**config.mk**
```make
export PLATFORM = sky130hd
export DESIGN_NAME = nmea_sentence_framer_checker_unit
export DESIGN_NICKNAME = d
export VERILOG_FILES = /design/src/sv/nmea_pkg.sv /design/src/sv/nmea_sentence_framer_checker_unit.sv
export SDC_FILE = /design/constraint.sdc
export NUM_CORES = 1
export LEC_CHECK = 0
export CELL_PAD_IN_SITES_DETAIL_PLACEMENT = 0
export CELL_PAD_IN_SITES_GLOBAL_PLACEMENT = 1
export CORE_MARGIN = 1.5
export CORE_UTILIZATION = 46
export DETAILED_ROUTE_END_ITERATION = 10
export DONT_BUFFER_PORTS = 1
export GPL_TIMING_DRIVEN = 0
export PLACE_DENSITY = 0.8
export SYNTH_ARGS = -nofsm -noshare
export SYNTH_HDL_FRONTEND = slang
export SYNTH_SLANG_ARGS = --single-unit
```
**constraint.sdc**
```tcl
create_clock -name clk -period 7.05 [get_ports clk]
set_input_delay 1.41 -clock clk [delete_from_list [all_inputs] [get_ports clk]]
set_output_delay 1.41 -clock clk [all_outputs]
set_load 0.005 [all_outputs]
```
**src/sv/nmea_pkg.sv**
```systemverilog
// ----------------------------------------------------------------------------
// nmea_pkg: shared types and constants for the NMEA sentence framer
// Character codes, status codes and the result word layout.
// ----------------------------------------------------------------------------
`timescale 1ns / 1ps
`default_nettype none

package nmea_pkg;

  // Framing and trailer characters
  localparam logic [7:0] CHAR_DOLLAR = 8'h24;
  localparam logic [7:0] CHAR_STAR   = 8'h2A;
  localparam logic [7:0] CHAR_COMMA  = 8'h2C;
  localparam logic [7:0] CHAR_CR     = 8'h0D;
  localparam logic [7:0] CHAR_LF     = 8'h0A;
  localparam logic [7:0] CHAR_SPACE  = 8'h20;
  localparam logic [7:0] CHAR_TAB    = 8'h09;
  localparam logic [7:0] CHAR_NUL    = 8'h00;
  localparam logic [7:0] CHAR_A      = 8'h41;
  localparam logic [7:0] CHAR_Z      = 8'h5A;

  // Sentence type letters (address characters three to five)
  localparam logic [23:0] TYPE_GGA = 24'h474741;
  localparam logic [23:0] TYPE_RMC = 24'h524D43;
  localparam logic [23:0] TYPE_GLL = 24'h474C4C;

  // Line status codes
  localparam logic [2:0] ST_NO_CHECKSUM  = 3'd0;
  localparam logic [2:0] ST_BAD_CHECKSUM = 3'd1;
  localparam logic [2:0] ST_IGNORED      = 3'd2;
  localparam logic [2:0] ST_GGA          = 3'd3;
  localparam logic [2:0] ST_RMC          = 3'd4;
  localparam logic [2:0] ST_GLL          = 3'd5;

  // One result word
  typedef struct packed {
    logic [2:0]  status;
    logic [7:0]  talker_first;
    logic [7:0]  talker_second;
    logic [7:0]  line_length;
    logic [31:0] noise_total;
    logic [31:0] overlong_total;
  } result_t;

endpackage

`default_nettype wire

```
**src/sv/nmea_sentence_framer_checker_unit.sv**
```systemverilog
// ----------------------------------------------------------------------------
// nmea_sentence_framer_checker_unit: NMEA 0183 line framer and checksum check
// Frames '$'..CR/LF lines, checks trailer and XOR, classifies the address.
// ----------------------------------------------------------------------------
// Usage:
//   Input channel: one serial byte per word on byte_in, in_valid/in_ready.
//   Output channel: one word per finished line (status, talker letters,
//   line length, noise and overlong counters), out_valid/out_ready.
//   Bytes that finish no line produce no output word.
// Timing:
//   One byte is taken every cycle while in_ready is high. All line state
//   (flags, XOR, address, counters) updates in the cycle the byte is
//   accepted; the result word of a CR or LF is registered into the output
//   register, or into the skid register when the output register stays occupied.
// Stall:
//   A two-word output buffer (output register plus skid register) holds
//   results while the receiver stalls; in_ready drops only when both are
//   full, and rises again as soon as the receiver takes a word.
// Reset:
//   rst (synchronous) clears the line state, both counters and the buffer.
// ----------------------------------------------------------------------------
`timescale 1ns / 1ps
`default_nettype none

module nmea_sentence_framer_checker_unit #(
  parameter int MAX_LINE_BYTES = 128
) (
  input  wire logic        clk,
  input  wire logic        rst,
  input  wire logic        in_valid,
  output logic             in_ready,
  input  wire logic [7:0]  byte_in,
  output logic             out_valid,
  input  wire logic        out_ready,
  output logic [2:0]       status,
  output logic [7:0]       talker_first,
  output logic [7:0]       talker_second,
  output logic [7:0]       line_length,
  output logic [31:0]      noise_total,
  output logic [31:0]      overlong_total
);

  localparam int LW = $clog2(MAX_LINE_BYTES + 1);

  // Saturating 32-bit add
  function automatic logic [31:0] sat_add(input logic [31:0] a, input logic [31:0] b);
    logic [32:0] s;
    s = {1'b0, a} + {1'b0, b};
    return s[32] ? 32'hFFFF_FFFF : s[31:0];
  endfunction

  // Hex digit decode: valid flag in bit 4, value in bits 3:0
  function automatic logic [4:0] hex_digit(input logic [7:0] c);
    logic [4:0] r;
    r = 5'd0;
    if (c >= 8'h30 && c <= 8'h39) r = {1'b1, 4'(c - 8'h30)};
    else if (c >= 8'h61 && c <= 8'h66) r = {1'b1, 4'(c - 8'h57)};
    else if (c >= 8'h41 && c <= 8'h46) r = {1'b1, 4'(c - 8'h37)};
    return r;
  endfunction

  // Line state registers
  logic          in_line, in_line_next;
  logic [LW-1:0] line_count, line_count_next;
  logic [7:0]    running_xor, running_xor_next;
  logic [7:0]    xor_before_star, xor_before_star_next;
  logic          star_seen, star_seen_next;
  logic [1:0]    after_star_count, after_star_count_next;
  logic [3:0]    hex_high, hex_high_next;
  logic [3:0]    hex_low, hex_low_next;
  logic          trailer_broken, trailer_broken_next;
  logic          comma_seen, comma_seen_next;
  logic [7:0]    address_chars [5];
  logic [7:0]    address_chars_next [5];
  logic [2:0]    address_length, address_length_next;
  logic          address_upper, address_upper_next;
  logic          address_snapshot, address_snapshot_next;
  logic [31:0]   noise_count, noise_count_next;
  logic [31:0]   overlong_count, overlong_count_next;

  // Output buffer
  nmea_pkg::result_t slot0, slot1, result_word;
  logic              v0, v1;
  logic              emit;

  logic          take;
  logic [7:0]    c;
  logic [4:0]    hx;
  logic [LW-1:0] lc_inc;
  logic [2:0]    judged;
  logic          is_term;

  assign in_ready = !v1;
  assign take     = in_valid && in_ready;
  assign c        = byte_in;
  assign hx       = hex_digit(c);
  assign lc_inc   = line_count + 1'b1;
  assign is_term  = (c == nmea_pkg::CHAR_CR) || (c == nmea_pkg::CHAR_LF);

  // Judge the line held in the state registers
  always_comb begin
    if (!star_seen || after_star_count < 2'd2 || trailer_broken) begin
      judged = nmea_pkg::ST_NO_CHECKSUM;
    end else if (xor_before_star != {hex_high, hex_low}) begin
      judged = nmea_pkg::ST_BAD_CHECKSUM;
    end else if (!address_snapshot) begin
      judged = nmea_pkg::ST_IGNORED;
    end else if ({address_chars[2], address_chars[3], address_chars[4]}
                 == nmea_pkg::TYPE_GGA) begin
      judged = nmea_pkg::ST_GGA;
    end else if ({address_chars[2], address_chars[3], address_chars[4]}
                 == nmea_pkg::TYPE_RMC) begin
      judged = nmea_pkg::ST_RMC;
    end else if ({address_chars[2], address_chars[3], address_chars[4]}
                 == nmea_pkg::TYPE_GLL) begin
      judged = nmea_pkg::ST_GLL;
    end else begin
      judged = nmea_pkg::ST_IGNORED;
    end
  end

  // Result word for a terminated line
  always_comb begin
    result_word.status         = judged;
    result_word.talker_first   = (judged >= nmea_pkg::ST_GGA) ? address_chars[0] : 8'd0;
    result_word.talker_second  = (judged >= nmea_pkg::ST_GGA) ? address_chars[1] : 8'd0;
    result_word.line_length    = (32'(line_count) > 32'd255) ? 8'd255 : 8'(line_count);
    result_word.noise_total    = noise_count;
    result_word.overlong_total = overlong_count;
  end

  // Per-byte state update
  always_comb begin
    in_line_next          = in_line;
    line_count_next       = line_count;
    running_xor_next      = running_xor;
    xor_before_star_next  = xor_before_star;
    star_seen_next        = star_seen;
    after_star_count_next = after_star_count;
    hex_high_next         = hex_high;
    hex_low_next          = hex_low;
    trailer_broken_next   = trailer_broken;
    comma_seen_next       = comma_seen;
    for (int i = 0; i < 5; i++) address_chars_next[i] = address_chars[i];
    address_length_next   = address_length;
    address_upper_next    = address_upper;
    address_snapshot_next = address_snapshot;
    noise_count_next      = noise_count;
    overlong_count_next   = overlong_count;
    emit                  = 1'b0;

    if (take) begin
      if (!in_line || c == nmea_pkg::CHAR_DOLLAR) begin
        if (c == nmea_pkg::CHAR_DOLLAR) begin
          // open (or restart) a line; restart dumps the old bytes as noise
          if (in_line) noise_count_next = sat_add(noise_count, 32'(line_count));
          in_line_next          = 1'b1;
          line_count_next       = LW'(1);
          running_xor_next      = 8'd0;
          xor_before_star_next  = 8'd0;
          star_seen_next        = 1'b0;
          after_star_count_next = 2'd0;
          hex_high_next         = 4'd0;
          hex_low_next          = 4'd0;
          trailer_broken_next   = 1'b0;
          comma_seen_next       = 1'b0;
          for (int i = 0; i < 5; i++) address_chars_next[i] = 8'd0;
          address_length_next   = 3'd0;
          address_upper_next    = 1'b1;
          address_snapshot_next = 1'b0;
        end else if (!is_term) begin
          noise_count_next = sat_add(noise_count, 32'd1);
        end
      end else if (is_term) begin
        // end of line; a lone dollar is noise
        in_line_next = 1'b0;
        if (line_count <= LW'(1)) noise_count_next = sat_add(noise_count, 32'd1);
        else emit = 1'b1;
      end else begin
        // body byte: trailer tracking
        if (c == nmea_pkg::CHAR_STAR) begin
          xor_before_star_next  = running_xor;
          star_seen_next        = 1'b1;
          after_star_count_next = 2'd0;
          trailer_broken_next   = 1'b0;
          address_snapshot_next = (address_length == 3'd5) && address_upper;
        end else if (star_seen) begin
          unique case (after_star_count)
            2'd0: begin
              if (!hx[4]) trailer_broken_next = 1'b1;
              else hex_high_next = hx[3:0];
            end
            2'd1: begin
              if (!hx[4]) trailer_broken_next = 1'b1;
              else hex_low_next = hx[3:0];
            end
            default: begin
              if (c != nmea_pkg::CHAR_SPACE && c != nmea_pkg::CHAR_TAB &&
                  c != nmea_pkg::CHAR_NUL) trailer_broken_next = 1'b1;
            end
          endcase
          if (after_star_count != 2'd3) after_star_count_next = after_star_count + 2'd1;
        end
        running_xor_next = running_xor ^ c;
        // address capture up to the first comma
        if (!comma_seen) begin
          if (c == nmea_pkg::CHAR_COMMA) begin
            comma_seen_next = 1'b1;
          end else begin
            for (int i = 0; i < 5; i++) begin
              if (address_length == 3'(i)) address_chars_next[i] = c;
            end
            if (address_length < 3'd6) address_length_next = address_length + 3'd1;
            if (c < nmea_pkg::CHAR_A || c > nmea_pkg::CHAR_Z) address_upper_next = 1'b0;
          end
        end
        // length and overlong drop
        line_count_next = lc_inc;
        if (32'(lc_inc) >= 32'(MAX_LINE_BYTES)) begin
          overlong_count_next = sat_add(overlong_count, 32'd1);
          in_line_next        = 1'b0;
          line_count_next     = '0;
        end
      end
    end
  end

  // State registers
  always_ff @(posedge clk) begin
    if (rst) begin
      in_line          <= 1'b0;
      line_count       <= '0;
      running_xor      <= 8'd0;
      xor_before_star  <= 8'd0;
      star_seen        <= 1'b0;
      after_star_count <= 2'd0;
      hex_high         <= 4'd0;
      hex_low          <= 4'd0;
      trailer_broken   <= 1'b0;
      comma_seen       <= 1'b0;
      for (int i = 0; i < 5; i++) address_chars[i] <= 8'd0;
      address_length   <= 3'd0;
      address_upper    <= 1'b1;
      address_snapshot <= 1'b0;
      noise_count      <= 32'd0;
      overlong_count   <= 32'd0;
    end else begin
      in_line          <= in_line_next;
      line_count       <= line_count_next;
      running_xor      <= running_xor_next;
      xor_before_star  <= xor_before_star_next;
      star_seen        <= star_seen_next;
      after_star_count <= after_star_count_next;
      hex_high         <= hex_high_next;
      hex_low          <= hex_low_next;
      trailer_broken   <= trailer_broken_next;
      comma_seen       <= comma_seen_next;
      for (int i = 0; i < 5; i++) address_chars[i] <= address_chars_next[i];
      address_length   <= address_length_next;
      address_upper    <= address_upper_next;
      address_snapshot <= address_snapshot_next;
      noise_count      <= noise_count_next;
      overlong_count   <= overlong_count_next;
    end
  end

  // Two-word output buffer: slot0 drives the ports, slot1 is the skid
  always_ff @(posedge clk) begin
    if (rst) begin
      v0 <= 1'b0;
      v1 <= 1'b0;
    end else if (!v0 || out_ready) begin
      if (v1) begin
        slot0 <= slot1;
        v0    <= 1'b1;
        v1    <= emit;
        if (emit) slot1 <= result_word;
      end else begin
        v0 <= emit;
        if (emit) slot0 <= result_word;
      end
    end else if (emit) begin
      slot1 <= result_word;
      v1    <= 1'b1;
    end
  end

  assign out_valid      = v0;
  assign status         = slot0.status;
  assign talker_first   = slot0.talker_first;
  assign talker_second  = slot0.talker_second;
  assign line_length    = slot0.line_length;
  assign noise_total    = slot0.noise_total;
  assign overlong_total = slot0.overlong_total;

endmodule

`default_nettype wire

```
==> results.sh, run 1 <==
export IMPL_grt_pass1_wl_mm=60.3
export IMPL_ys_seq_area_frac=0.562
export IMPL_reg2reg_slack_ns=3.62
export IMPL_hold_path_class="reg -> reg"
export IMPL_fp_row_count=66
export IMPL_path_clk_slew_ns=0.06
export IMPL_p_seq_frac=0.506
export IMPL_yosysMostFrequentCell="edfxtp_1"
export IMPL_worst_slew_pin_slew_ns=0.958
export IMPL_rsz0062_at_grt="false"
export IMPL_numPortBuffers=0
export IMPL_r2r_cells=10
export IMPL_core_um2=32400
export IMPL_die_area_um2=33800
export IMPL_synth_area_um2=15000
export IMPL_final_core_util=0.521
export IMPL_synth_edf_count=182
export IMPL_hold_end="slot1[54]"
export IMPL_power_share_clock=0.475
export IMPL_synth_common_cells="edfxtp_1, dfxtp_1, nor2_1"
export IMPL_cp_max_fo=51
export IMPL_insertion_delay_ns=0.52
export IMPL_period_share=0.681
export IMPL_max_freq_mhz=208
export IMPL_path_class="in -> reg"
export IMPL_grt_pass1_vias=10700
export IMPL_powerDensity_nw_per_um2=237
export IMPL_reg2reg_to="noise_count[29]"
export IMPL_cts_setup_buffers=0
export IMPL_p_int_mw=3.19
export IMPL_syn_to_final_growth_pct=12.1
export IMPL_slew_headroom=0.361
export IMPL_power_total_mw=4.00
export IMPL_syn_num_nets=1418
export IMPL_drc=0
export IMPL_status="complete, no violations"
export IMPL_drive_above_1_share=0.137
export IMPL_initial_utilization=0.465
export IMPL_layout_cells_non_filler=1891
export IMPL_setup_viol=0
export IMPL_grt_max_degree=52
export IMPL_wirelength_mm=37.6
export IMPL_gp_congestion=0.881
export IMPL_crit_required_ns=7.26
export IMPL_layout_nets=1459
export IMPL_vias=10900
export IMPL_met2_length_mm=16.7
export IMPL_fin_crit_ns=4.80
export IMPL_cts_tree="yes"
export IMPL_rr_startpoint="line_count[0]"
export IMPL_placed_cells=1825
export IMPL_routed_via_density=5.79
export IMPL_first_pass_iters=5
export IMPL_start_kind="input pin"
export IMPL_holdCritStartpoint="noise_count[22]"
export IMPL_p_leak_nw=5.38
export IMPL_grt_usage=0.228
export IMPL_clock_skew_ns=0.0168
export IMPL_drt_iter0_markers=981
export IMPL_clkSinkCount=331
export IMPL_ys_ff_latch=331
export IMPL_cts_repair_resized=0
export IMPL_synth_avg_cell_area_um2=10.9
export IMPL_p_switching_mw=0.810
export IMPL_cts_buffers=36
export IMPL_highest_layer="met4"
export IMPL_antenna_found_initial=0
export IMPL_hold_viol=0
export IMPL_arrival_ns=5.01
export IMPL_ys_async_sr_fraction=0
export IMPL_dpl_hpwl_mm=26.2
export IMPL_wl_per_cell_um=19.9
export IMPL_synth_ff_type="edfxtp_1"
export IMPL_pin_count=105
export IMPL_finalMaxSlewViolations=0
export IMPL_htreeDepth=2
export IMPL_irDropWorstVdd_mv=0.140
export IMPL_grt_overflow=0
export IMPL_synth_cell_types=86
export IMPL_tns_ns=0
export IMPL_routedLengthMet1_mm=17.8
export IMPL_pwr_share_comb=0.019
export IMPL_p_sw_frac=0.203
export IMPL_ant_nets=0
export IMPL_synthTopCellsByArea="edfxtp_1, dfxtp_1, mux2_2"
export IMPL_hold_buffers=0
export IMPL_cts_buffer_depth=3
export IMPL_worstHoldPathCells=0
export IMPL_end_kind="flop"
export IMPL_maxCapViolCount=0
export IMPL_yosys_area_top_type_share=0.363
export IMPL_ys_warn_count=0
export IMPL_clk_root_buffer_cell="clkbuf_16"
export IMPL_wl_met3_mm=2.02
export IMPL_die_w_um=184
export IMPL_antenna_cells=0
export IMPL_die_h_um=184
export IMPL_syn_instance_count=1380
export IMPL_synth_top_area_cell="edfxtp_1"
## how the worst max path moves through the flow
stage,startpoint,endpoint
after CTS,byte_in[0],slot1[13]
final,byte_in[0],slot1[59]
after floorplan,byte_in[0],line_length[0]
after global placement,byte_in[0],slot1[13]
after detailed placement,byte_in[0],slot1[13]
after global routing,byte_in[0],slot1[21]
## critical path, cell delays in order
cell and delay (ns):
clkbuf_1 0.35, inv_1 0.15, ha_1 0.27, nor2b_1 0.19
nand3_1 0.13, buf_2 0.25, nand2_1 0.29, nor2_1 0.61
and4b_4 0.98, buf_12 0.32
## stage by stage
step / hold slack [ns] / setup WS (ns) / instance area [um^2]
6_report: 0.424 / 2.25 / 16900
5_1_grt: 0.440 / 2.07 / 16900
4_1_cts: 0.427 / 2.34 / 16900
3_5_place_dp: 0.415 / 1.79 / 15700
3_3_place_gp: 0.408 / -0.467 / 15600
2_1_floorplan: 0.403 / 1.50 / 15000
## cells by family after synthesis
family	synth area share
mux	0.0547
xor+xnor	0.0309
simple gates	0.164
flops	0.562
compound gates	0.135
fa+ha+maj	0.0221
buf+inv	0.0314
## layout make-up
type / instances / area, um^2
multi-input combinational: 940 / 6130
sequential: 331 / 8450
fill: 2937 / 15500
timing repair buffer: 3 / 60.1
clock buffer: 48 / 998
inverter: 28 / 105
buffer: 81 / 368
clock inverter: 18 / 200
tap: 442 / 553
## layout by cell type (no fill, tap or decap), types with 6 or more instances in the layout
cell type	netlist	layout
a211oi_1	12	12
nand2b_1	7	7
o31ai_1	12	12
a31oi_1	38	38
buf_1	6	6
clkbuf_1	47	56
a21oi_1	72	72
clkbuf_16	0	38
xnor2_1	31	31
mux2_2	61	61
a22oi_1	10	10
nor2b_1	10	9
nor3_1	28	28
and3_1	13	13
clkinv_2	0	8
nand4_1	33	33
buf_2	18	18
nor4_1	7	7
dfxtp_1	149	149
nor2_1	145	145
o22ai_1	6	6
ha_1	25	25
nand2_1	107	107
edfxtp_1	182	182
a31o_2	18	18
nand3_1	50	50
mux2i_1	12	12
a21o_1	6	6
xor2_1	22	22
and2_1	36	36
inv_1	27	27
o21ai_0	64	64
or3_1	8	8
## power by group through the flow
| stage | clock network [mW] | logic [mW] | registers, mW |
|---|---|---|---|
| final | 1.90 | 0.0775 | 2.02 |
| after global routing | 2.01 | 0.0828 | 2.02 |
| after global placement | 0 | 0.0759 | 2.06 |
| after floorplan | 0 | 0.0496 | 2.06 |
| after CTS | 1.94 | 0.0762 | 2.02 |
| after detailed placement | 0 | 0.0759 | 2.06 |
## metal layers
| layer | vias up | global-route usage |
|---|---|---|
| li1 | 5197 | - |
| met5 | - | 0 |
| met1 | 5339 | 0.328 |
| met3 | 74 | 0.0372 |
| met2 | 333 | 0.347 |
| met4 | 0 | 0.0784 |
## flip-flops by register name, indices dropped and copies added (netlist names), 32 cells and up
register	count
address_chars	40
noise_count	32
noise_total	32
overlong_count	32
overlong_total	32
slot1	91
Note: power is estimated with default switching activity, not from simulation.
==> run 2: changes to the inputs <==
==> constraint.sdc (replaced) <==
create_clock -name clk -period 3.87 [get_ports clk]
set_input_delay 0.774 -clock clk [delete_from_list [all_inputs] [get_ports clk]]
set_output_delay 0.774 -clock clk [all_outputs]
set_load 0.005 [all_outputs]
==> run 2 against run 1 <==
  * First-iteration DRC count shrank 12%
  * Sequential share of layout area is 0.19 points lower
  * Utilization is 0.20 points higher
  * Clock power grew 87%
  * Combinational power grew 83%
  * Worst setup slack got worse by 2.0 ns
  * Critical path type unchanged
  * Largest cell class unchanged
==> results.sh, run 2 (same netlist as run 1, synthesis figures left out) <==
export IMPL_drt_iter0_markers=865
export IMPL_period_share=0.932
export IMPL_path_clk_slew_ns=0.06
export IMPL_setup_viol=0
export IMPL_start_kind="input pin"
export IMPL_insertion_delay_ns=0.52
export IMPL_drive_above_1_share=0.143
export IMPL_drc=0
export IMPL_clk_root_buffer_cell="clkbuf_16"
export IMPL_antenna_found_initial=0
export IMPL_die_area_um2=33800
export IMPL_arrival_ns=3.81
export IMPL_status="complete, no violations"
export IMPL_power_total_mw=7.37
export IMPL_cpLargestDelayFamily="simple AND/OR/NAND/NOR gates"
export IMPL_placed_cells=1825
export IMPL_largest_register_ffs=91
export IMPL_layout_cells_most_common_list="edfxtp_1, dfxtp_1, nor2_1"
export IMPL_end_kind="flop"
export IMPL_cts_tree="yes"
export IMPL_hold_end="slot1[54]"
export IMPL_reg2reg_slack_ns=0.41
export IMPL_clock_skew_ns=0.0196
export IMPL_irDropWorstVdd_mv=0.254
export IMPL_fp_row_count=66
export IMPL_antenna_cells=0
export IMPL_top_regs="slot1 x91, address_chars x40"
export IMPL_path_class="in -> reg"
export IMPL_r2r_cells=10
export IMPL_wl_per_cell_um=20.0
export IMPL_wirelength_mm=37.8
export IMPL_layout_cells_non_filler=1892
export IMPL_grt_pass1_wl_mm=59.1
export IMPL_cts_repair_resized=0
export IMPL_worst_slew_pin_slew_ns=0.945
export IMPL_crit_required_ns=4.07
export IMPL_gp_congestion=0.896
export IMPL_die_h_um=184
export IMPL_path_buf_inv=4
export IMPL_grt_usage=0.224
export IMPL_routed_via_density=5.79
export IMPL_slowest_delay_ns=0.70
export IMPL_final_core_util=0.523
export IMPL_cts_buffer_depth=3
export IMPL_routedLengthMet1_mm=17.6
export IMPL_highest_layer="met4"
export IMPL_cp_slowest_cell="and4b_4"
export IMPL_final_common_cell="edfxtp_1"
export IMPL_grt_max_degree=48
export IMPL_place_area_um2=15700
export IMPL_cp_max_fo=45
export IMPL_design_area_um2=16900
export IMPL_path_cells="clkbuf_2, inv_1, ha_1, nor2b_1, nand3_1, buf_2, nand2_1, nor2_2, and4b_4, buf_16"
export IMPL_powerDensity_nw_per_um2=435
export IMPL_numPortBuffers=0
export IMPL_fin_crit_ns=3.61
export IMPL_die_w_um=184
export IMPL_first_pass_iters=5
export IMPL_hold_viol=0
export IMPL_grt_overflow=0
export IMPL_p_leak_nw=5.41
export IMPL_finalMaxSlewViolations=0
export IMPL_syn_to_final_growth_pct=12.6
export IMPL_regMostFlops="slot1"
export IMPL_worstHoldPathCells=0
export IMPL_holdWs_ns=0.426
export IMPL_slew_headroom=0.370
export IMPL_clkSinkCount=331
export IMPL_core_um2=32400
export IMPL_pin_count=105
export IMPL_maxCapViolCount=0
export IMPL_rr_startpoint="line_count[0]"
export IMPL_initial_utilization=0.465
export IMPL_vias=11000
export IMPL_grt_pass1_vias=10300
export IMPL_cts_setup_buffers=0
export IMPL_wl_met3_mm=2.40
export IMPL_layout_nets=1460
export IMPL_hold_buffers=0
export IMPL_max_freq_mhz=277
export IMPL_holdCritStartpoint="noise_count[22]"
export IMPL_hold_path_class="reg -> reg"
export IMPL_dpl_hpwl_mm=26.0
export IMPL_reg2reg_to="noise_count[22]"
export IMPL_rsz0062_at_grt="false"
export IMPL_cts_buffers=36
export IMPL_ant_nets=0
export IMPL_htreeDepth=2
export IMPL_met2_length_mm=16.8
-- run 2: changes by cell type in the layout (fill, tap and decap cells not counted), sizes merged --
cell,delta
clkinv,-1
clkbuf,-2
clkinvlp,+2
and4b,+1
bufinv,+1
-- run 2: metrics by stage --
stage | worst slack, ns | setup TNS (ns)
6_report | 0.261 | 0
5_1_grt | 0.172 | 0
4_1_cts | 0.0280 | 0
3_5_place_dp | -0.520 | -34.27
3_3_place_gp | -0.807 | -135.59
2_1_floorplan | 0.0632 | 0
-- run 2: cell type report --
class	instances	area, um^2
fill	2940	15400
sequential	331	8450
multi-input combinational	941	6150
clock buffer	46	991
tap	442	553
buffer	81	370
clock inverter	20	243
inverter	28	105
timing repair buffer	3	67.6
-- run 2: layer usage --
metal  vias up  global-route usage
met2       361               0.342
met1      5330               0.319
met4         0              0.0764
met5         -                   0
met3        61              0.0424
li1       5203                   -
-- run 2: power by group --
group	switching [mW]	leakage (nW)	internal, mW	total, mW
logic	0.103	2.22	0.0385	0.142
registers	0.00828	2.59	3.68	3.68
clock network	1.39	0.604	2.16	3.55
total	1.50	5.41	5.87	7.37
-- run 2: worst max-delay path by stage --
stage,start,end,slack (ns),cells past startpoint
after floorplan,byte_in[0],line_length[0],0.06,8
after global placement,byte_in[0],noise_total[18],-0.81,8
after detailed placement,byte_in[0],slot1[51],-0.52,10
after CTS,byte_in[0],slot1[59],0.03,10
after global routing,byte_in[0],slot1[59],0.17,10
final,byte_in[0],slot1[59],0.26,10
-- run 2: worst reg2reg max path, delay by kind of cell (launching register included) --
family | cells | cell delay, ns
buffers and inverters | 1 | 0.41
adders and majority gates | 2 | 0.70
DFF | 1 | 0.42
AOI/OAI and AO/OA | 6 | 1.67
and+or+nand+nor | 1 | 0.10
